File: src/rtl/smfp_pkg.sv
// Shared types and constants for the servo move frame parser.
// No dependencies; used by the decoder, the result buffer and the top level.
package smfp_pkg;

	localparam int unsigned SERVO_COUNT = 6;

	localparam logic [7:0] HDR_BYTE   = 8'h55;
	localparam logic [7:0] LEN_SINGLE = 8'h08;
	localparam logic [7:0] LEN_MULTI  = 8'h17;

	localparam logic [1:0] STATUS_INVALID = 2'd0;
	localparam logic [1:0] STATUS_SINGLE  = 2'd1;
	localparam logic [1:0] STATUS_MULTI   = 2'd2;

	typedef logic [SERVO_COUNT-1:0][15:0] goal_vec_t;

	typedef struct packed {
		logic [1:0]  status;
		logic [15:0] move_time;
		goal_vec_t   goal;
	} result_t;

endpackage

File: src/rtl/smfp_decoder.sv
// Frame decoder: per-byte state update and result formation in one pass.
// Depends on smfp_pkg.
module smfp_decoder import smfp_pkg::*; (
	input  logic        clk,
	input  logic        arst_n,
	input  logic        accept,
	input  logic [7:0]  frame_byte,
	input  logic        frame_start,
	output logic        emit,
	output result_t     result
);

	localparam logic [1:0] MODE_IDLE   = 2'd0;
	localparam logic [1:0] MODE_HEADER = 2'd1;
	localparam logic [1:0] MODE_SINGLE = 2'd2;
	localparam logic [1:0] MODE_MULTI  = 2'd3;

	logic [1:0]  mode_q, mode_n;
	logic [4:0]  pos_q, pos_n;
	logic        hdr_ok_q, hdr_ok_n;
	logic        ids_ok_q, ids_ok_n;
	logic [7:0]  single_id_q, single_id_n;
	logic [7:0]  low_q, low_n;
	goal_vec_t   goal_q, goal_n;
	logic [15:0] time_q, time_n;
	goal_vec_t   stg_goal_q, stg_goal_n;
	logic [15:0] stg_time_q, stg_time_n;

	logic [1:0]  mode_c;
	logic [4:0]  pos_c;
	logic        hdr_ok_c, ids_ok_c;
	logic [4:0]  off;
	logic [2:0]  slot;
	logic [1:0]  phase;
	logic [2:0]  sid_idx;
	logic [15:0] word;

	// Split the offset into the id/goal triplets: slot k, phase 0 id, 1 low, 2 high.
	always_comb begin
		off = pos_c - 5'd7;
		if (off >= 5'd15)
			slot = 3'd5;
		else if (off >= 5'd12)
			slot = 3'd4;
		else if (off >= 5'd9)
			slot = 3'd3;
		else if (off >= 5'd6)
			slot = 3'd2;
		else if (off >= 5'd3)
			slot = 3'd1;
		else
			slot = 3'd0;
		phase = 2'(off - 5'd3 * {2'd0, slot});
	end

	always_comb begin
		mode_c      = frame_start ? MODE_HEADER : mode_q;
		pos_c       = frame_start ? 5'd0 : pos_q;
		hdr_ok_c    = frame_start ? 1'b0 : hdr_ok_q;
		ids_ok_c    = frame_start ? 1'b1 : ids_ok_q;
		word        = {frame_byte, low_q};
		sid_idx     = single_id_q[2:0] - 3'd1;
		mode_n      = mode_q;
		pos_n       = pos_q;
		hdr_ok_n    = hdr_ok_q;
		ids_ok_n    = ids_ok_q;
		single_id_n = single_id_q;
		low_n       = low_q;
		goal_n      = goal_q;
		time_n      = time_q;
		stg_goal_n  = stg_goal_q;
		stg_time_n  = stg_time_q;
		emit        = 1'b0;
		result.status = STATUS_INVALID;
		if (accept) begin
			mode_n   = mode_c;
			pos_n    = pos_c;
			hdr_ok_n = hdr_ok_c;
			ids_ok_n = ids_ok_c;
			if (mode_c != MODE_IDLE) begin
				pos_n = pos_c + 5'd1;
				case (mode_c)
					MODE_HEADER: begin
						if (pos_c == 5'd0) begin
							if (frame_byte != HDR_BYTE)
								emit = 1'b1;
							else
								hdr_ok_n = 1'b1;
						end else if (pos_c == 5'd1) begin
							if (frame_byte != HDR_BYTE || !hdr_ok_c)
								emit = 1'b1;
						end else if (frame_byte == LEN_SINGLE) begin
							mode_n = MODE_SINGLE;
						end else if (frame_byte == LEN_MULTI) begin
							mode_n = MODE_MULTI;
						end else begin
							emit = 1'b1;
						end
					end
					MODE_SINGLE: begin
						if (pos_c == 5'd7) begin
							single_id_n = frame_byte;
						end else if (pos_c == 5'd8) begin
							low_n = frame_byte;
						end else if (pos_c == 5'd9) begin
							if (single_id_q >= 8'd1 && single_id_q <= 8'd6)
								goal_n[sid_idx] = word;
							emit          = 1'b1;
							result.status = STATUS_SINGLE;
						end
					end
					MODE_MULTI: begin
						if (pos_c == 5'd5) begin
							low_n = frame_byte;
						end else if (pos_c == 5'd6) begin
							stg_time_n = word;
						end else if (pos_c >= 5'd7 && pos_c <= 5'd24) begin
							case (phase)
								2'd0: begin
									if (frame_byte != {5'd0, slot} + 8'd1)
										ids_ok_n = 1'b0;
								end
								2'd1: low_n = frame_byte;
								default: begin
									stg_goal_n[slot] = word;
									if (slot == 3'd5) begin
										// Commit the staged set only if every id matched.
										if (ids_ok_c) begin
											time_n = stg_time_q;
											goal_n = stg_goal_n;
										end
										emit          = 1'b1;
										result.status = STATUS_MULTI;
									end
								end
							endcase
						end
					end
					default: ;
				endcase
				if (emit)
					mode_n = MODE_IDLE;
			end
		end
		result.move_time = time_n;
		result.goal      = goal_n;
	end

	always_ff @(posedge clk or negedge arst_n) begin
		if (!arst_n) begin
			mode_q      <= MODE_IDLE;
			pos_q       <= 5'd0;
			hdr_ok_q    <= 1'b0;
			ids_ok_q    <= 1'b1;
			single_id_q <= 8'd0;
			low_q       <= 8'd0;
			goal_q      <= '0;
			time_q      <= 16'd0;
		end else begin
			mode_q      <= mode_n;
			pos_q       <= pos_n;
			hdr_ok_q    <= hdr_ok_n;
			ids_ok_q    <= ids_ok_n;
			single_id_q <= single_id_n;
			low_q       <= low_n;
			goal_q      <= goal_n;
			time_q      <= time_n;
		end
	end

	// Staged values are always written before any commit reads them.
	always_ff @(posedge clk) begin
		stg_goal_q <= stg_goal_n;
		stg_time_q <= stg_time_n;
	end

endmodule

File: src/rtl/smfp_result_buf.sv
// Two-entry result buffer: output register plus skid register.
// Depends on smfp_pkg.
module smfp_result_buf import smfp_pkg::*; (
	input  logic    clk,
	input  logic    arst_n,
	input  logic    push,
	input  result_t push_data,
	output logic    space,
	output logic    out_valid,
	input  logic    out_ready,
	output result_t out_data
);

	logic    out_valid_q, skid_valid_q;
	result_t out_q, skid_q;
	logic    pop;

	assign pop       = out_valid_q & out_ready;
	assign space     = ~skid_valid_q;
	assign out_valid = out_valid_q;
	assign out_data  = out_q;

	always_ff @(posedge clk or negedge arst_n) begin
		if (!arst_n) begin
			out_valid_q  <= 1'b0;
			skid_valid_q <= 1'b0;
		end else if (skid_valid_q) begin
			if (pop) begin
				out_valid_q  <= 1'b1;
				skid_valid_q <= 1'b0;
			end
		end else if (push) begin
			if (!out_valid_q || pop)
				out_valid_q <= 1'b1;
			else
				skid_valid_q <= 1'b1;
		end else if (pop) begin
			out_valid_q <= 1'b0;
		end
	end

	always_ff @(posedge clk) begin
		if (skid_valid_q) begin
			if (pop)
				out_q <= skid_q;
		end else if (push) begin
			if (!out_valid_q || pop)
				out_q <= push_data;
			else
				skid_q <= push_data;
		end
	end

endmodule

File: src/rtl/servo_move_frame_parser.sv
// Top level of the servo move frame parser.
// Depends on smfp_pkg, smfp_decoder and smfp_result_buf.
//
// Usage:
//   Input channel (in_valid/in_ready, frame_byte, frame_start) carries one
//   frame byte per request; frame_start marks the first byte of a frame.
//   Header 0x55 0x55, then length 8 (single servo: id, goal low, goal high
//   at bytes 7..9) or length 0x17 (move time at bytes 5,6, then six
//   id/low/high triplets that must carry ids 1..6 in order to commit).
//   Output channel (out_valid/out_ready) carries one request per decided
//   frame: status (0 invalid, 1 single, 2 all-servo) with the kept move
//   time and six goals as they stand after that frame.
//   Throughput: one byte per cycle while the skid register is free, set by
//   the single-pass decoder that updates all frame state from the byte in
//   the cycle it is accepted. The result is formed from the deciding byte
//   and registered in the output register, or in the skid register if busy.
//   Receiver stall: a waiting result holds in the output register while
//   bytes keep flowing; a second result goes to the skid register, and
//   in_ready drops only while the skid register is full.
//   Reset: goals and move time clear to zero, the parser goes idle and
//   ignores bytes until a frame_start, and both buffer entries empty.
module servo_move_frame_parser import smfp_pkg::*; (
	input  logic        clk,
	input  logic        arst_n,
	input  logic        in_valid,
	output logic        in_ready,
	input  logic [7:0]  frame_byte,
	input  logic        frame_start,
	output logic        out_valid,
	input  logic        out_ready,
	output logic [1:0]  status,
	output logic [15:0] move_time,
	output logic [15:0] goal_one,
	output logic [15:0] goal_two,
	output logic [15:0] goal_three,
	output logic [15:0] goal_four,
	output logic [15:0] goal_five,
	output logic [15:0] goal_six
);

	logic    accept;
	logic    emit;
	logic    space;
	result_t dec_result;
	result_t out_data;

	// Advance the parser on every accepted request.
	assign in_ready = space;
	assign accept   = in_valid & space;

	smfp_decoder u_decoder (
		.clk         (clk),
		.arst_n      (arst_n),
		.accept      (accept),
		.frame_byte  (frame_byte),
		.frame_start (frame_start),
		.emit        (emit),
		.result      (dec_result)
	);

	// Hold results here until the receiver takes them.
	smfp_result_buf u_result_buf (
		.clk       (clk),
		.arst_n    (arst_n),
		.push      (emit),
		.push_data (dec_result),
		.space     (space),
		.out_valid (out_valid),
		.out_ready (out_ready),
		.out_data  (out_data)
	);

	assign status     = out_data.status;
	assign move_time  = out_data.move_time;
	assign goal_one   = out_data.goal[0];
	assign goal_two   = out_data.goal[1];
	assign goal_three = out_data.goal[2];
	assign goal_four  = out_data.goal[3];
	assign goal_five  = out_data.goal[4];
	assign goal_six   = out_data.goal[5];

endmodule

File: config.mk
export PLATFORM = sky130hd
export DESIGN_NAME = servo_move_frame_parser
export DESIGN_NICKNAME = d
export VERILOG_FILES = /design/src/rtl/smfp_pkg.sv /design/src/rtl/smfp_decoder.sv /design/src/rtl/smfp_result_buf.sv /design/src/rtl/servo_move_frame_parser.sv
export SDC_FILE = /design/constraint.sdc
export NUM_CORES = 1
export LEC_CHECK = 0
export ABC_AREA = 1
export ABC_CLOCK_PERIOD_IN_PS = 11100
export BUFFER_PORTS_ARGS = -buffer_cell sky130_fd_sc_hd__buf_2
export CAP_MARGIN = 20
export CORE_MARGIN = 2
export CORE_UTILIZATION = 57
export CTS_BUF_LIST = sky130_fd_sc_hd__clkbuf_4
export DETAILED_ROUTE_END_ITERATION = 12
export PLACE_DENSITY = 0.78
export SLEW_MARGIN = 25
export SYNTH_ARGS = -nofsm -noshare
export SYNTH_HDL_FRONTEND = slang
export SYNTH_SLANG_ARGS = --single-unit
File: constraint.sdc
create_clock -name clk -period 11.1 [get_ports clk]
set_clock_uncertainty 0.05 [all_clocks]
set_input_delay 1.11 -clock clk [delete_from_list [all_inputs] [get_ports clk]]
set_output_delay 1.11 -clock clk [all_outputs]
set_load 0.01 [all_outputs]
==> flow_summary.yaml <==
cells_and_area:
  stdcell_count: 3142
  drive_gt1_frac: 0.164
  fin_util: 0.642
  finalNetCount: 2547
  area.growth.synth_to_final_pct: 11.8
route:
  drc: 0
  viasPerCell: 5.71
  first_iter_violations: 1805
  finalWirelength_um: 59500
  drtPass1Iterations: 5
  avgRoutedWirePerCell_um: 18.9
  vias: 18000
  ant_nets: 0
power:
  irDropWorstVdd_mv: 0.142
  power_mw: 5.41
  leakagePower_nw: 11.0
  p_per_area_mw_per_mm2: 220
die:
  die_w_um: 201
  fp.coreArea_mm2: 0.0384
  io_pins: 129
  die_area_mm2: 0.0402
  die_y_um: 201
  initial_utilization: 0.574
  row_count: 72
global_routing:
  use_met3: 0.0516
  gr-usage-met1: 0.390
  grt_max_degree: 94
  grt_pass1_vias: 17500
  grt_pass1_wl_um: 94000
  met2_usage: 0.479
  top_usage_layer: "met2"
  antenna_found_initial: 2
  grt_overflow: 0
  grt_usage: 0.298
logic_synthesis:
  synth-seq-cells: 463
  syn_nets: 2417
  synth_async_sr_flop_share: 0.300
  syn_area_per_cell_um2: 9.20
  yosysTopAreaCell: "edfxtp_1"
  syn_inst: 2394
  yosysSeqAreaShare: 0.599
  synth_flop_cell: "edfxtp_1"
  synth_cell_type_count: 41
  yosys_warnings: 0
  synth-edff-count: 324
  yosysTopAreaCellShare: 0.442
  netlist_area_mm2: 0.0220
  synth_area_leaders: "edfxtp_1, dfrtp_1, nand2_1"
  yosysMostFrequentCell: "nand2_1"
  synth_common_cells: "nand2_1, edfxtp_1, inv_1"
placed_design:
  dp_hpwl_um: 34900
  place_ws_ns: 4.39
  place_inst: 2925
  place_congestion: 0.926
  io_buffers: 128
critical_path:
  cpPeakStageDelay_ns: 0.86
  crit_buf_inv: 6
  cp_max_fo: 67
  crit_path_cell_trace: "buf_2, inv_2, nand2_2, inv_1, ha_1, inv_1, a21oi_1, nand2_1, nand3_1, nand2_1, nand2_1, nand2_2, ha_1, xnor2_1, nand2_1, nand2_1, nand3_1, nor2_2, nand3_1, nand3_1, nand2_1, nor2_4, buf_4, buf_4"
  criticalPathCategory: "input pin to flop"
  cp_common_cell: "nand2_1"
  worstPathRequired_ns: 11.47
  critical_path.endpoint_type: "flop"
  crit_family: "simple AND/OR/NAND/NOR gates"
  cp-start-kind: "input pin"
  critPathArrivalTime_ns: 6.28
  cp_slowest_cell: "buf_4"
hold_path:
  hold_class: "input pin to asynchronous set/reset pin"
clocking:
  cts-hold-fix-buffers: 0
  clock-sinks: 463
  post_cts_buffers: 0
  h-tree-depth: 3
  cts_tree: "done"
  clkLatencyLatePin_ns: 0.85
  numCtsBuffers: 115
  cts_resized: 0
  cts.path.max_buffers: 3
  clockRootBuffer: "clkbuf_4"
  path_clk_slew_ns: 0.06
timing:
  fin_tns_setup_ns: 0
  slew_violations: 0
  fin_crit_ns: 5.90
  worst_pin_slew_ns: 1.07
  setup_ws_ns: 5.20
  finalSetupViolCount: 0
  relSlewSlack: 0.286
  final_hold_viol_count: 0
  rsz0062_at_grt: "false"
  period_share: 0.532
  max_clock_freq_mhz: 169
run_status:
  outcome: "completed"
job:
  drv_cap: 0
## placed cells by master (no fill, tap or decap), types with 3 or more instances in the layout
cell,instances
o21a_1,11
nor3_1,10
nand3_1,145
clkinv_2,4
nand2_4,3
o21ai_2,16
ha_1,10
xor2_1,3
o21ai_1,72
nand2_2,11
inv_2,18
a21oi_1,90
edfxtp_1,324
nand2_1,875
clkinv_1,18
nor2_4,4
o21ai_0,66
buf_2,127
dfrtp_1,137
xnor2_1,5
nor2_2,5
buf_4,26
a31oi_1,16
nor2_1,62
a21boi_1,50
clkbuf_4,191
a21boi_0,3
o211ai_1,97
inv_1,184
nand3_2,4
nand4_1,6
## path summary, 6_finish.rpt
kind,from,to,slack [ns],cells past startpoint
worst max-delay path,frame_start,u_result_buf.skid_q[29],5.20,24
worst min-delay path,arst_n,u_decoder.goal_q[24],0.30,1
worst max register to register,u_decoder.pos_q[0],u_result_buf.skid_q[29],5.37,22
worst min register to register,u_decoder.single_id_q[3],u_decoder.single_id_q[3],0.44,2
max in group asynchronous,arst_n,u_decoder.goal_q[23],9.33,2
min in group clk,u_decoder.single_id_q[3],u_decoder.single_id_q[3],0.44,2
## layout make-up
cell class,count,area (µm²)
Antenna cell,2,5.00
Clock buffer,191,1430
Clock inverter,24,159
Fill cell,3096,13800
Inverter,207,783
Multi-Input combinational cell,1581,7500
Sequential cell,463,13200
Tap cell,518,648
Timing Repair Buffer,156,883
## state kept, by name, summed over array words and instances, names as in the netlist, 5 cells and up
register,count
u_decoder.stg_goal_q,80
u_decoder.goal_q,96
u_decoder.low_q,8
u_decoder.stg_time_q,16
u_decoder.pos_q,5
u_decoder.single_id_q,8
u_result_buf.skid_q,114
u_result_buf.out_data,114
u_decoder.time_q,16
## kinds of logic after synthesis
| group | Yosys count | share of synthesized area |
|---|---|---|
| flops | 463 | 0.599 |
| simple gates | 1135 | 0.208 |
| buf+inv | 350 | 0.0639 |
| compound gates | 428 | 0.120 |
| fa+ha+maj | 10 | 0.00568 |
| xor+xnor | 8 | 0.00318 |
## routing by layer
metal / share of wire / vias up / wire [µm]
met2: 0.46 / 915 / 27400
li1: - / 8366 / -
met3: 0.093 / 168 / 5520
met1: 0.40 / 8507 / 23900
met5: 0 / - / 0
met4: 0.044 / 0 / 2610
## power by group
part	leakage, nW	total, mW	internal, mW	switching [mW]
Combinational	5.35	1.45	0.423	1.03
Clock	0.951	1.51	0.819	0.693
Sequential	4.74	2.45	2.32	0.128
Total	11.0	5.41	3.56	1.85
## per-stage QoR
| step | hold slack [ns] | cell area (µm²) |
|---|---|---|
| 2_1_floorplan | 0.373 | 22000 |
| 3_3_place_gp | 0.413 | 23000 |
| 3_5_place_dp | 0.424 | 23000 |
| 4_1_cts | 0.341 | 24600 |
| 5_1_grt | 0.353 | 24600 |
| 6_report | 0.297 | 24600 |
(Power assumes the default switching activity.)
